$ cat config.mk
export PLATFORM = sky130hd
export DESIGN_NAME = plan_lane_range_backward_pass
export DESIGN_NICKNAME = d
export VERILOG_FILES = /design/src/hw/rtl/plrbp_pkg.sv /design/src/hw/rtl/plrbp_divider.sv /design/src/hw/rtl/plan_lane_range_backward_pass.sv
export SDC_FILE = /design/constraint.sdc
export NUM_CORES = 1
export LEC_CHECK = 0
export BUFFER_PORTS_ARGS = -buffer_cell sky130_fd_sc_hd__clkbuf_2
export CAP_MARGIN = 20
export CORE_ASPECT_RATIO = 0.7
export CORE_UTILIZATION = 50
export CTS_BUF_LIST = sky130_fd_sc_hd__clkbuf_4
export DETAILED_ROUTE_END_ITERATION = 8
export GPL_ROUTABILITY_DRIVEN = 0
export PLACE_DENSITY = 0.67
export REMOVE_ABC_BUFFERS = 1
export SYNTH_ARGS = -nofsm -noshare
export SYNTH_HDL_FRONTEND = slang
export SYNTH_SLANG_ARGS = --single-unit
$ cat constraint.sdc
create_clock -name clock -period 10.5 [get_ports clock]
set_input_delay 2.1 -clock clock [delete_from_list [all_inputs] [get_ports clock]]
set_output_delay 2.1 -clock clock [all_outputs]
set_load 0.02 [all_outputs]
$ cat src/hw/rtl/plrbp_pkg.sv
// Package for the lane range backward pass: widths, word layouts, sequencer
// states and the divider interface types. No dependencies.
`timescale 1ns / 1ps

package plrbp_pkg;

   localparam int CELL_W  = 12;
   localparam int LANE_W  = 4;
   localparam int DIST_W  = 13;   // running distance, signed
   localparam int TOTAL_W = 14;   // distance sum, signed
   localparam int QUO_W   = 13;   // magnitude of the distance sum
   localparam int FACT_W  = 13;   // lane factor
   localparam int CNT_W   = 6;    // signed lane counts
   localparam int PASS_W  = 5;
   localparam int REQ_W   = 56;
   localparam int RSP_W   = 16;

   localparam int PRIORITY_LEVELS = 3;
   localparam logic [PASS_W-1:0] LANE_PASSES = 5'd16;

   localparam int FOLLOW_RESET_VAL = 70;
   localparam logic [CELL_W-1:0] FOLLOW_RESET = CELL_W'(FOLLOW_RESET_VAL);
   localparam int FACTOR_RESET_VAL = (FOLLOW_RESET_VAL * 2 / PRIORITY_LEVELS < 1) ?
                                     1 : FOLLOW_RESET_VAL * 2 / PRIORITY_LEVELS;
   localparam logic [FACT_W-1:0] FACTOR_RESET = FACT_W'(FACTOR_RESET_VAL);

   // x / PRIORITY_LEVELS for x < 2**13 as (x * RECIP) >> RECIP_SHIFT
   localparam int RECIP_SHIFT = 17;
   localparam int RECIP_W     = 18;
   localparam int RECIP_VAL   = (2**RECIP_SHIFT + PRIORITY_LEVELS - 1) / PRIORITY_LEVELS;
   localparam logic [RECIP_W-1:0] RECIP = RECIP_W'(RECIP_VAL);

   localparam logic signed [TOTAL_W-1:0] TOTAL_FLOOR = -14'sd4096;

   typedef enum logic [5:0] {
      S_IDLE   = 6'b000001,
      S_PREP   = 6'b000010,
      S_DIV    = 6'b000100,
      S_LANE   = 6'b001000,
      S_SHRINK = 6'b010000,
      S_FINISH = 6'b100000
   } state_type;

   // first field in the highest bits
   typedef struct packed {
      logic [LANE_W-1:0] upstream_best_high;
      logic [LANE_W-1:0] upstream_best_low;
      logic [LANE_W-1:0] exit_best_high;
      logic [LANE_W-1:0] exit_best_low;
      logic [LANE_W-1:0] exit_lane_high;
      logic [LANE_W-1:0] exit_lane_low;
      logic [LANE_W-1:0] entry_lane_high;
      logic [LANE_W-1:0] entry_lane_low;
      logic [CELL_W-1:0] start_cell;
      logic [CELL_W-1:0] leg_cells;
   } req_word_type;

   typedef struct packed {
      logic [LANE_W-1:0] new_upstream_high;
      logic [LANE_W-1:0] new_upstream_low;
      logic [LANE_W-1:0] entry_best_high;
      logic [LANE_W-1:0] entry_best_low;
   } rsp_word_type;

   typedef struct packed {
      logic              start;
      logic [QUO_W-1:0]  dividend;
      logic [FACT_W-1:0] divisor;
   } div_ctl_type;

   typedef struct packed {
      logic             done;
      logic [QUO_W-1:0] quotient;
   } div_stat_type;

endpackage

$ cat src/hw/rtl/plrbp_divider.sv
// Restoring divider, one quotient bit per cycle, for the lane widening.
// Depends on plrbp_pkg.
`timescale 1ns / 1ps

module plrbp_divider
   import plrbp_pkg::*;
(
   input  logic         clock,
   input  logic         reset,
   input  div_ctl_type  ctl,
   output div_stat_type stat
);

   localparam int STEP_W = $clog2(QUO_W);

   logic              busy_ff, busy_in;
   logic              done_ff, done_in;
   logic [STEP_W-1:0] step_ff, step_in;
   logic [FACT_W-1:0] rem_ff, rem_in;
   logic [QUO_W-1:0]  quo_ff, quo_in;
   logic [FACT_W-1:0] dvs_ff, dvs_in;

   logic [FACT_W:0]   trial;
   logic [FACT_W+1:0] diff;

   always_comb begin
      trial   = {rem_ff, quo_ff[QUO_W-1]};
      diff    = {1'b0, trial} - {2'b00, dvs_ff};
      busy_in = busy_ff;
      done_in = 1'b0;
      step_in = step_ff;
      rem_in  = rem_ff;
      quo_in  = quo_ff;
      dvs_in  = dvs_ff;
      if (ctl.start) begin
         busy_in = 1'b1;
         step_in = STEP_W'(QUO_W - 1);
         rem_in  = '0;
         quo_in  = ctl.dividend;
         dvs_in  = ctl.divisor;
      end else if (busy_ff) begin
         if (!diff[FACT_W+1]) begin
            rem_in = diff[FACT_W-1:0];
         end else begin
            rem_in = trial[FACT_W-1:0];
         end
         quo_in  = {quo_ff[QUO_W-2:0], ~diff[FACT_W+1]};
         step_in = step_ff - STEP_W'(1);
         if (step_ff == '0) begin
            busy_in = 1'b0;
            done_in = 1'b1;
         end
      end
   end

   always_ff @(posedge clock) begin
      if (reset) begin
         busy_ff <= 1'b0;
         done_ff <= 1'b0;
      end else begin
         busy_ff <= busy_in;
         done_ff <= done_in;
      end
   end

   always_ff @(posedge clock) begin
      step_ff <= step_in;
      rem_ff  <= rem_in;
      quo_ff  <= quo_in;
      dvs_ff  <= dvs_in;
   end

   assign stat.done     = done_ff;
   assign stat.quotient = quo_ff;

endmodule

$ cat src/hw/rtl/plan_lane_range_backward_pass.sv
// Each accepted word passes through the prepare state, the 13-step divider and the lane state,
// then, when the upstream range is updated, up to 16 lane shrink passes.
// A new word is taken only in the idle state, after the previous word has finished;
// a finished result may wait in the output register while the next word is taken.
// Reset: synchronous, active high; clears distance, override and valid; sets follow distance (70).
`timescale 1ns / 1ps

module plan_lane_range_backward_pass
   import plrbp_pkg::*;
(
   input  logic             clock,
   input  logic             reset,
   input  logic             req_tvalid,
   output logic             req_tready,
   // leg_cells, start_cell, entry_lane_low, entry_lane_high, exit_lane_low,
   // exit_lane_high, exit_best_low, exit_best_high, upstream_best_low, upstream_best_high
   input  logic [REQ_W-1:0] req_tdata,
   input  logic             req_tuser,   // plan_start
   input  logic             req_tlast,   // plan_finish
   output logic             rsp_tvalid,
   input  logic             rsp_tready,
   // entry_best_low, entry_best_high, new_upstream_low, new_upstream_high
   output logic [RSP_W-1:0] rsp_tdata,
   output logic             rsp_tuser,   // upstream_written
   input  logic             csr_wr_en,
   input  logic [CELL_W-1:0] csr_wr_data
);

   state_type state_ff, state_in;
   req_word_type item_ff, item_in;
   logic pstart_ff, pstart_in, pfinish_ff, pfinish_in;
   logic [CELL_W-1:0] follow_ff, follow_in;
   logic [FACT_W-1:0] factor_ff, factor_in;
   logic signed [DIST_W-1:0] run_ff, run_in;
   logic ovr_valid_ff, ovr_valid_in;
   logic [LANE_W-1:0] ovr_low_ff, ovr_low_in, ovr_high_ff, ovr_high_in;
   logic signed [TOTAL_W-1:0] total_ff, total_in;
   logic within_ff, within_in, sign_ff, sign_in;
   logic [LANE_W-1:0] xlo_ff, xlo_in, xhi_ff, xhi_in;
   logic [LANE_W-1:0] bl_ff, bl_in, bh_ff, bh_in;
   logic [LANE_W-1:0] in_lo_ff, in_lo_in, in_hi_ff, in_hi_in;
   logic [LANE_W-1:0] out_lo_ff, out_lo_in, out_hi_ff, out_hi_in;
   logic signed [CNT_W-1:0] in_n_ff, in_n_in, out_n_ff, out_n_in;
   logic [PASS_W-1:0] pass_ff, pass_in;
   logic written_ff, written_in;
   logic rsp_valid_ff, rsp_valid_in;
   rsp_word_type rsp_word_ff, rsp_word_in;
   logic rsp_flag_ff, rsp_flag_in;

   div_ctl_type  div_ctl;
   div_stat_type div_stat;

   // lane factor from a configuration write
   logic [CELL_W+RECIP_W:0] cfg_prod;
   logic [FACT_W-1:0]       cfg_factor;

   // distance step
   logic signed [TOTAL_W-1:0] prep_run, prep_cells, prep_sum, prep_total, prep_follow;
   logic                      prep_over, prep_within;
   logic [LANE_W-1:0]         prep_xlo, prep_xhi;
   logic [QUO_W-1:0]          prep_mag;

   // lane narrowing
   logic signed [15:0] lanes, bl_cand, bh_cand, lane_in_lo, lane_in_hi, lane_bl;
   logic [LANE_W-1:0]  lane_bl_new, lane_bh_new;

   // one shrink pass
   logic                    sh_run, sh_moved, sh_brk;
   logic [LANE_W-1:0]       sh_in_lo, sh_in_hi, sh_out_lo, sh_out_hi;
   logic signed [CNT_W-1:0] sh_out_n;

   plrbp_divider u_divider (
      .clock (clock),
      .reset (reset),
      .ctl   (div_ctl),
      .stat  (div_stat)
   );

   always_comb begin
      cfg_prod   = {csr_wr_data, 1'b0} * RECIP;
      cfg_factor = cfg_prod[RECIP_SHIFT +: FACT_W];
      if (cfg_factor == '0) begin
         cfg_factor = FACT_W'(1);
      end
   end

   always_comb begin
      prep_run    = pstart_ff ? '0 : TOTAL_W'(run_ff);
      prep_follow = $signed({2'b00, follow_ff});
      if (pfinish_ff) begin
         prep_cells = $signed({2'b00, item_ff.leg_cells}) - $signed({2'b00, item_ff.start_cell});
      end else begin
         prep_cells = $signed({2'b00, item_ff.leg_cells});
      end
      prep_sum = prep_run + prep_cells;
      if (ovr_valid_ff && !pstart_ff) begin
         prep_xlo = ovr_low_ff;
         prep_xhi = ovr_high_ff;
      end else begin
         prep_xlo = item_ff.exit_best_low;
         prep_xhi = item_ff.exit_best_high;
      end
      prep_over  = prep_sum > prep_follow;
      prep_total = prep_sum;
      // beyond the look-ahead: restart from this leg, use the full exit range
      if (prep_over) begin
         prep_total = prep_cells;
         prep_xlo   = item_ff.exit_lane_low;
         prep_xhi   = item_ff.exit_lane_high;
      end
      prep_within = prep_total <= prep_follow;
      prep_mag    = prep_total[TOTAL_W-1] ? QUO_W'(-prep_total) : QUO_W'(prep_total);
   end

   always_comb begin
      lanes = $signed({3'b000, div_stat.quotient});
      if (sign_ff) begin
         lanes = -lanes;
      end
      bl_cand    = $signed({12'd0, xlo_ff}) - lanes;
      bh_cand    = $signed({12'd0, xhi_ff}) + lanes;
      lane_in_lo = $signed({12'd0, item_ff.entry_lane_low});
      lane_in_hi = $signed({12'd0, item_ff.entry_lane_high});
      lane_bl    = lane_in_lo;
      if (lane_in_lo < bl_cand) begin
         lane_bl = (lane_in_hi < bl_cand) ? lane_in_hi : bl_cand;
      end
      lane_bl_new = lane_bl[LANE_W-1:0];
      lane_bh_new = item_ff.entry_lane_high;
      if (lane_in_hi > bh_cand) begin
         lane_bh_new = (lane_bl > bh_cand) ? lane_bl[LANE_W-1:0] : bh_cand[LANE_W-1:0];
      end
      if (!within_ff) begin
         lane_bl_new = item_ff.entry_lane_low;
         lane_bh_new = item_ff.entry_lane_high;
      end
   end

   always_comb begin
      sh_run    = (pass_ff < LANE_PASSES) && (out_n_ff > in_n_ff);
      sh_moved  = 1'b0;
      sh_in_lo  = in_lo_ff;
      sh_in_hi  = in_hi_ff;
      sh_out_lo = out_lo_ff;
      sh_out_hi = out_hi_ff;
      sh_out_n  = out_n_ff;
      if (bl_ff > sh_in_lo) begin
         sh_in_lo  = sh_in_lo + LANE_W'(1);
         sh_out_lo = sh_out_lo + LANE_W'(1);
         sh_out_n  = sh_out_n - CNT_W'(1);
         sh_moved  = 1'b1;
      end
      if (sh_out_n > in_n_ff && bh_ff < sh_in_hi) begin
         sh_in_hi  = sh_in_hi - LANE_W'(1);
         sh_out_hi = sh_out_hi - LANE_W'(1);
         sh_out_n  = sh_out_n - CNT_W'(1);
         sh_moved  = 1'b1;
      end
      sh_brk = (bl_ff == sh_in_lo && bh_ff == sh_in_hi) || !sh_moved;
   end

   always_comb begin
      state_in     = state_ff;
      item_in      = item_ff;
      pstart_in    = pstart_ff;
      pfinish_in   = pfinish_ff;
      follow_in    = follow_ff;
      factor_in    = factor_ff;
      run_in       = run_ff;
      ovr_valid_in = ovr_valid_ff;
      ovr_low_in   = ovr_low_ff;
      ovr_high_in  = ovr_high_ff;
      total_in     = total_ff;
      within_in    = within_ff;
      sign_in      = sign_ff;
      xlo_in       = xlo_ff;
      xhi_in       = xhi_ff;
      bl_in        = bl_ff;
      bh_in        = bh_ff;
      in_lo_in     = in_lo_ff;
      in_hi_in     = in_hi_ff;
      out_lo_in    = out_lo_ff;
      out_hi_in    = out_hi_ff;
      in_n_in      = in_n_ff;
      out_n_in     = out_n_ff;
      pass_in      = pass_ff;
      written_in   = written_ff;
      rsp_valid_in = rsp_valid_ff;
      rsp_word_in  = rsp_word_ff;
      rsp_flag_in  = rsp_flag_ff;
      div_ctl.start    = 1'b0;
      div_ctl.dividend = prep_mag;
      div_ctl.divisor  = factor_ff;

      if (csr_wr_en) begin
         follow_in = csr_wr_data;
         factor_in = cfg_factor;
      end
      if (rsp_tready) begin
         rsp_valid_in = 1'b0;
      end

      unique case (state_ff)
         S_IDLE: begin
            if (req_tvalid) begin
               item_in    = req_tdata;
               pstart_in  = req_tuser;
               pfinish_in = req_tlast;
               state_in   = S_PREP;
            end
         end
         S_PREP: begin
            total_in      = prep_total;
            within_in     = prep_within;
            sign_in       = prep_total[TOTAL_W-1];
            xlo_in        = prep_xlo;
            xhi_in        = prep_xhi;
            div_ctl.start = 1'b1;
            state_in      = S_DIV;
         end
         S_DIV: begin
            if (div_stat.done) begin
               state_in = S_LANE;
            end
         end
         S_LANE: begin
            bl_in      = lane_bl_new;
            bh_in      = lane_bh_new;
            in_lo_in   = item_ff.entry_lane_low;
            in_hi_in   = item_ff.entry_lane_high;
            out_lo_in  = item_ff.upstream_best_low;
            out_hi_in  = item_ff.upstream_best_high;
            in_n_in    = $signed({2'b00, lane_bh_new}) - $signed({2'b00, lane_bl_new})
                         + CNT_W'(1);
            out_n_in   = $signed({2'b00, item_ff.upstream_best_high})
                         - $signed({2'b00, item_ff.upstream_best_low}) + CNT_W'(1);
            pass_in    = '0;
            written_in = within_ff && !pfinish_ff;
            state_in   = (within_ff && !pfinish_ff) ? S_SHRINK : S_FINISH;
         end
         S_SHRINK: begin
            if (!sh_run) begin
               state_in = S_FINISH;
            end else begin
               in_lo_in  = sh_in_lo;
               in_hi_in  = sh_in_hi;
               out_lo_in = sh_out_lo;
               out_hi_in = sh_out_hi;
               out_n_in  = sh_out_n;
               pass_in   = pass_ff + PASS_W'(1);
               if (sh_brk) begin
                  state_in = S_FINISH;
               end
            end
         end
         S_FINISH: begin
            if (!rsp_valid_ff || rsp_tready) begin
               rsp_valid_in                  = 1'b1;
               rsp_word_in.entry_best_low    = bl_ff;
               rsp_word_in.entry_best_high   = bh_ff;
               rsp_word_in.new_upstream_low  = written_ff ? out_lo_ff : '0;
               rsp_word_in.new_upstream_high = written_ff ? out_hi_ff : '0;
               rsp_flag_in                   = written_ff;
               run_in       = (total_ff < TOTAL_FLOOR) ? DIST_W'(TOTAL_FLOOR) : DIST_W'(total_ff);
               ovr_valid_in = written_ff;
               ovr_low_in   = written_ff ? out_lo_ff : '0;
               ovr_high_in  = written_ff ? out_hi_ff : '0;
               state_in     = S_IDLE;
            end
         end
         default: begin
            state_in = S_IDLE;
         end
      endcase
   end

   always_ff @(posedge clock) begin
      if (reset) begin
         state_ff     <= S_IDLE;
         follow_ff    <= FOLLOW_RESET;
         factor_ff    <= FACTOR_RESET;
         run_ff       <= '0;
         ovr_valid_ff <= 1'b0;
         ovr_low_ff   <= '0;
         ovr_high_ff  <= '0;
         rsp_valid_ff <= 1'b0;
      end else begin
         state_ff     <= state_in;
         follow_ff    <= follow_in;
         factor_ff    <= factor_in;
         run_ff       <= run_in;
         ovr_valid_ff <= ovr_valid_in;
         ovr_low_ff   <= ovr_low_in;
         ovr_high_ff  <= ovr_high_in;
         rsp_valid_ff <= rsp_valid_in;
      end
   end

   always_ff @(posedge clock) begin
      item_ff     <= item_in;
      pstart_ff   <= pstart_in;
      pfinish_ff  <= pfinish_in;
      total_ff    <= total_in;
      within_ff   <= within_in;
      sign_ff     <= sign_in;
      xlo_ff      <= xlo_in;
      xhi_ff      <= xhi_in;
      bl_ff       <= bl_in;
      bh_ff       <= bh_in;
      in_lo_ff    <= in_lo_in;
      in_hi_ff    <= in_hi_in;
      out_lo_ff   <= out_lo_in;
      out_hi_ff   <= out_hi_in;
      in_n_ff     <= in_n_in;
      out_n_ff    <= out_n_in;
      pass_ff     <= pass_in;
      written_ff  <= written_in;
      rsp_word_ff <= rsp_word_in;
      rsp_flag_ff <= rsp_flag_in;
   end

   assign req_tready = (state_ff == S_IDLE);
   assign rsp_tvalid = rsp_valid_ff;
   assign rsp_tdata  = rsp_word_ff;
   assign rsp_tuser  = rsp_flag_ff;

endmodule

* Word-level counts from Yosys, hierarchy flattened
Cells that the tools add are included.
W data, S select, Z words.
** Cells by class
- Add/subtract/negate cells :: 19
- Multiply operators :: 1
- Magnitude comparators :: 12
- Equality and inequality tests :: 15
- Mux-type cells :: 57
- Bitwise logic cells :: 2
- Reduce and logical (&&, ||, !) cells :: 22
** Operators with widths (count)
- $mux W4 :: 18
- $mux W13 :: 5
- $mux W6 :: 9
- $mux W16 :: 3
- $mux W14 :: 3
- $pmux W6 S6 :: 1
- $lt A5 B16 Y1 :: 2
- $pmux W4 S2 :: 4
- $mul A12 B16 Y28 const B :: 1
- $add A5 B16 Y16 :: 1
- $gt A16 B16 Y1 :: 1
- $gt A5 B16 Y1 :: 1
- $neg A13 Y16 :: 1
- $sub A5 B16 Y16 :: 1
- $sub A14 B13 Y15 :: 1
- $add A14 B14 Y14 :: 1
- $gt A14 B13 Y1 :: 1
- $le A14 B13 Y1 :: 1
- $lt A14 B13 Y1 const B :: 1
- $neg A13 Y13 :: 1
- $sub A12 B12 Y13 :: 1
- $add A5 B2 Y6 const B :: 2
- $gt A6 B6 Y1 :: 2
- $logic_not A12 Y1 :: 1
- other kinds (33) :: 65
** Storage, ports and cells
- Flip-flop bits (word level) :: 240
- Input port bits :: 75
- Output and inout bits :: 19
- Word-level logic and storage cells :: 174

* Depth between registers and ports, before layout
- Depth in word-level cells :: 12
- Gate-level depth with buffers :: 48
- Mapped depth without buffers :: 45

* Hierarchy
A second synthesis with hierarchy kept.
** Second synthesis, totals
- Cells, all modules :: 1802
- Area, all modules :: 17759.5 um^2
** Modules (own cells, without submodules)
- plan_lane_range_backward_pass :: instances 1, cells each 1567, area each 15279.7 um^2, seq. area each 5265.0 um^2
- plrbp_divider :: instances 1, cells each 235, area each 2479.9 um^2, seq. area each 1161.1 um^2

* Least setup slack after synthesis
OpenSTA, ideal clock, no wires.
- Kind :: reg2reg
- Start :: reg, netlist name total_ff[13]
- End :: reg in_n_ff[4], data pin
- Library setup time :: 0.258 ns
- Data arrival time :: 7.654 ns
- Data required time :: 10.242 ns
- Setup slack :: 2.588 ns
- Cell stages (with the launch flop) :: 39
- Buffers on the path :: 5
- Clock period less this slack :: 7.912 ns
- Path through :: edfxtp_1 clkbuf_1 clkbuf_1 clkbuf_1 o21ai_0 fa_1 nor2b_1 o21ai_0 a2111oi_4 o211a_1 a21oi_1 nor3_2 nand4_1 ha_1 buf_1 nand2b_1 clkbuf_1 nor2_1 (+3 left out) a21oi_1 nor2b_1 o21ai_0 nand2b_1 a21oi_1 and3_1 a21bo_1 and2_1 nor2_1 a21oi_1 o21ai_0 inv_1 ha_1 and3b_1 a311oi_2 xnor2_1 nand3_1 xor2_1
** RTL lines
- to (signal assigned) :: RTL line plan_lane_range_backward_pass.sv:314 : in_n_ff <= in_n_in;
- to (decl) :: RTL line plan_lane_range_backward_pass.sv:43 : logic signed [CNT_W-1:0] in_n_ff, in_n_in, out_n_ff, out_n_in;

* Worst setup path after layout
- Start :: reg u_divider.quo_ff[2]
- End :: reg in_n_ff[4], data pin
** Between the ends
- Longest elaborated chain between the ends :: 12
- Elaborated cells on any way between the ends :: 16
- Those cells by class :: add/sub: 5; order compare: 4; mux: 7
** Ends and longest elaborated chain
- from (decl) :: RTL line plrbp_divider.sv:20 : logic [QUO_W-1:0] quo_ff, quo_in;
- from (signal assigned) :: RTL line plrbp_divider.sv:69 : quo_ff <= quo_in;
- $neg A13 Y16 :: RTL line plan_lane_range_backward_pass.sv:118 : lanes = -lanes;
- $mux W16 * :: RTL line plan_lane_range_backward_pass.sv:117 : if (sign_ff) begin
- $sub A5 B16 Y16 :: RTL line plan_lane_range_backward_pass.sv:120 : bl_cand = $signed({12'd0, xlo_ff}) - lanes;
- $lt A5 B16 Y1 :: RTL line plan_lane_range_backward_pass.sv:126 : lane_bl = (lane_in_hi < bl_cand) ? lane_in_hi : bl_cand;
- $mux W16 :: RTL line plan_lane_range_backward_pass.sv:126
- $mux W16 :: RTL line plan_lane_range_backward_pass.sv:125 : if (lane_in_lo < bl_cand) begin
- $gt A16 B16 Y1 :: RTL line plan_lane_range_backward_pass.sv:131 : lane_bh_new = (lane_bl > bh_cand) ? lane_bl[LANE_W-1:0] : bh_cand[LANE_W-1:0];
- $mux W4 :: RTL line plan_lane_range_backward_pass.sv:131
- $mux W4 * :: RTL line plan_lane_range_backward_pass.sv:130 : if (lane_in_hi > bh_cand) begin
- $mux W4 * :: RTL line plan_lane_range_backward_pass.sv:133 : if (!within_ff) begin
- via lane_bh_new[1] :: RTL line plan_lane_range_backward_pass.sv:65 : logic [LANE_W-1:0] lane_bl_new, lane_bh_new;
- $sub A4 B4 Y5 * :: RTL line plan_lane_range_backward_pass.sv:233 : in_n_in = $signed({2'b00, lane_bh_new}) - $signed({2'b00, lane_bl_new})
- $add A5 B2 Y6 * :: RTL line plan_lane_range_backward_pass.sv:234 : + CNT_W'(1);
Mark *: on every way through the listed nets, which the timed path passes. The rest lies on a longest branch.
A chain may end at the register's enable or synchronous reset.

==> flow_summary.yaml <==
sta:
  min_period_over_period: 0.802
  fmax_ghz: 0.119
  fin_tns_setup_ns: 0
  worstMarginPinSlew_ns: 1.01
  grt_setup_unrepaired: "false"
  period_needed_ns: 8.42
  slew_violations: 0
  maxSlewHeadroom: 0.322
  setup_viol_count_final: 0
  hold_viol: 0
  skew_ns: 0.0626
worst_setup_path:
  crit_fanout: 13
  cp_slowest_stage_delay_ns: 0.62
  crit_path_start_kind: "flip-flop"
  rr_worst_depth: 31
  startpoint: "u_divider.quo_ff[2]"
  worstPathRequired_ns: 10.98
  cp_slowest_cell: "or3_1"
  path_common_cell: "ha_1"
  rr_startpoint: "u_divider.quo_ff[2]"
  rrSetupSlack_ns: 2.08
  cp.arrival_ns: 8.90
  worstSetupPathType: "flip-flop to flip-flop"
  critPathCaptureType: "flip-flop"
  reg2reg_to: "in_n_ff[4]"
clock_tree:
  cts_tree: "yes"
  clock_latency_ns: 0.74
  h-tree-depth: 2
  post_cts_buffers: 0
  holdBufCountCts: 0
  cts.sinks: 237
  post_cts_resize_count: 0
  ctsRootBufferMaster: "clkbuf_4"
  numCtsBuffers: 57
  path_clk_slew_ns: 0.08
  clock_path_buffers: 3
cells_and_area:
  fin_area_sq_um: 19300
  finalNonFillerCells: 2443
  drive_gt1_frac: 0.122
  area_delta_synth_final_pct: 9.49
  nNetsFinal: 2255
  final_util: 0.556
logic_synthesis:
  synth_enable_flop_cells: 165
  yosys.cell_types.count: 81
  ys_seq_elements: 237
  post-synth-top-area-cell: "edfxtp_1"
  seq_area_frac_synth: 0.364
  synth_area_leaders: "edfxtp_1 28%, ha_1 15%, dfxtp_1 8.2%"
  syn_area_per_cell_sq_um: 9.70
  async_flop_share: 0
  synth_warnings: 0
  netlist_instances: 1813
  synth_area_sq_um: 17600
  ys.flop_type: "edfxtp_1"
  synth_top_area_share: 0.282
drt:
  dr_total_vias: 13300
  drt_iter0_drc: 1264
  viasPerCell: 5.44
  first_pass_iters: 6
  wirelength_um: 40700
  ant_nets: 0
  drc: 0
  avgRoutedWirePerCell_um: 16.7
grt:
  grt_usage: 0.232
  grt_pass1_vias: 13000
  antenna_found_initial: 2
  grt_pass1_wl_um: 67000
  grt_overflow: 0
  grt_max_degree: 59
job:
  drv_cap: 0
pwr:
  power_leakage_uw: 0.00860
  swShare: 0.381
  power_density_nw_per_um2: 176
  total_power_uw: 3390
  clockPowerShare: 0.224
  sequentialPowerShare: 0.344
  vdd_drop_max_mv: 0.106
  p_comb_frac: 0.432
  p_switching_uw: 1290
  power.internal_uw: 2100
min_path:
  hold_path_class: "flip-flop to flip-flop"
  hold_start: "factor_ff[7]"
  whs_path_depth: 0
  hold-path-endpoint: "u_divider.dvs_ff[7]"
die:
  core_sq_um: 34700
  start_util: 0.507
  die_h_um: 159
  dieArea_sq_um: 35900
  ios: 94
  rows: 57
  dieWidth_um: 226
placed_design:
  hpwl_um: 31500
  post-place-cells: 2334
  port_buffers: 93
  post_dp_cell_area_sq_um: 18500
run_status:
  outcome: "complete, no violations"
-- worst max-delay path by stage --
stage,to,slack [ns]
5_1_grt,in_n_ff[4],1.40
3_3_place_gp,in_n_ff[4],2.57
4_1_cts,in_n_ff[4],2.18
3_5_place_dp,in_n_ff[4],2.20
2_1_floorplan,within_ff,2.37
6_report,in_n_ff[4],2.08
-- final cells by class --
type	instances	area, sq um
Antenna cell	2	5.00
Multi-Input combinational cell	1309	10200
Timing Repair Buffer	106	563
Inverter	210	788
Clock inverter	22	95.1
Fill cell	3158	15400
Sequential cell	237	6400
Tap cell	472	591
Clock buffer	85	638
-- placed cells by master, fill, tap and decap left out, drive strengths merged, types with 5 or more instances in the layout --
master	n
edfxtp	165
nand3b	10
mux2i	47
or3	8
buf	13
mux2	12
and2	17
o211ai	8
nor2b	37
and3	11
fa	53
dfxtp	72
clkbuf	178
nand2b	33
o21a	12
o31ai	7
or2	8
inv	209
o21bai	6
nand3	43
nor2	113
nand2	139
xnor2	81
nor3b	7
a21oi	118
o41ai	5
nor4	6
nor3	33
nand4	15
a31oi	10
o21ai	114
xor2	36
ha	206
a21o	30
a211oi	13
a21boi	14
clkinv	22
-- cell usage after synthesis, types with 14 or more instances --
| library cell | count |
|---|---|
| a21o_1 | 30 |
| nand3_1 | 43 |
| xnor2_1 | 81 |
| fa_1 | 53 |
| and2_1 | 17 |
| a21oi_1 | 117 |
| nor2_1 | 113 |
| dfxtp_1 | 72 |
| nor3_1 | 31 |
| nand2_1 | 139 |
| nor2b_1 | 37 |
| nand4_1 | 15 |
| edfxtp_1 | 165 |
| ha_1 | 206 |
| clkbuf_1 | 45 |
| mux2i_1 | 46 |
| inv_1 | 208 |
| nand2b_1 | 33 |
| o21ai_0 | 114 |
| xor2_1 | 34 |
| a21boi_0 | 14 |
-- cells by family (layout without fill, tap and decap cells) --
logic type               Yosys count  count (layout)  synth area share
AND/OR/NAND/NOR                  499             499             0.142
XOR/XNOR                         117             117            0.0591
adder cells (fa/ha/maj)          259             259             0.207
flip-flops                       237             237             0.364
buffers and inverters            267             423            0.0585
AO/OA/AOI/OAI                    375             375             0.136
multiplexers                      59              59            0.0346
other                              0               2                 0
-- state kept, by name, summed over array words and instances, names as in the netlist, 5 cells and up --
signal	count
in_n_ff	6
pass_ff	5
total_ff	14
run_ff	13
state_ff	6
u_divider.rem_ff	13
u_divider.dvs_ff	12
item_ff	56
follow_ff	12
rsp_tdata	16
out_n_ff	6
factor_ff	12
u_divider.quo_ff	13
-- critical path, delay by kind of cell (launching register included) --
kind | cells | cell delay [ns]
adder cells (fa/ha/maj) | 4 | 1.41
buffers and inverters | 2 | 0.21
XOR/XNOR | 3 | 0.53
AND/OR/NAND/NOR | 11 | 2.88
flip-flops | 1 | 0.53
AO/OA/AOI/OAI | 11 | 2.61
-- routing by layer --
metal  vias up  share of wire  GRT usage
met5         -              0          0
met4         0          0.011     0.0455
met3        46          0.062     0.0350
met2       389           0.41      0.336
met1      6252           0.52      0.365
li1       6609              -          -
-- per-stage QoR --
step | setup WS [ns] | hold WS [ns]
6_report | 2.08 | 0.435
5_1_grt | 1.40 | 0.436
4_1_cts | 2.18 | 0.432
3_5_place_dp | 2.20 | 0.419
3_3_place_gp | 2.57 | 0.418
2_1_floorplan | 2.37 | 0.403
-- power groups by stage --
stage | combinational, uW | sequential [uW] | clock [uW]
2_1_floorplan | 1110 | 1170 | 0
3_3_place_gp | 1400 | 1180 | 0
3_5_place_dp | 1450 | 1190 | 0
4_1_cts | 1460 | 1170 | 782
5_1_grt | 1680 | 1180 | 834
6_report | 1470 | 1170 | 760
Power figures use the tool's default switching activity.
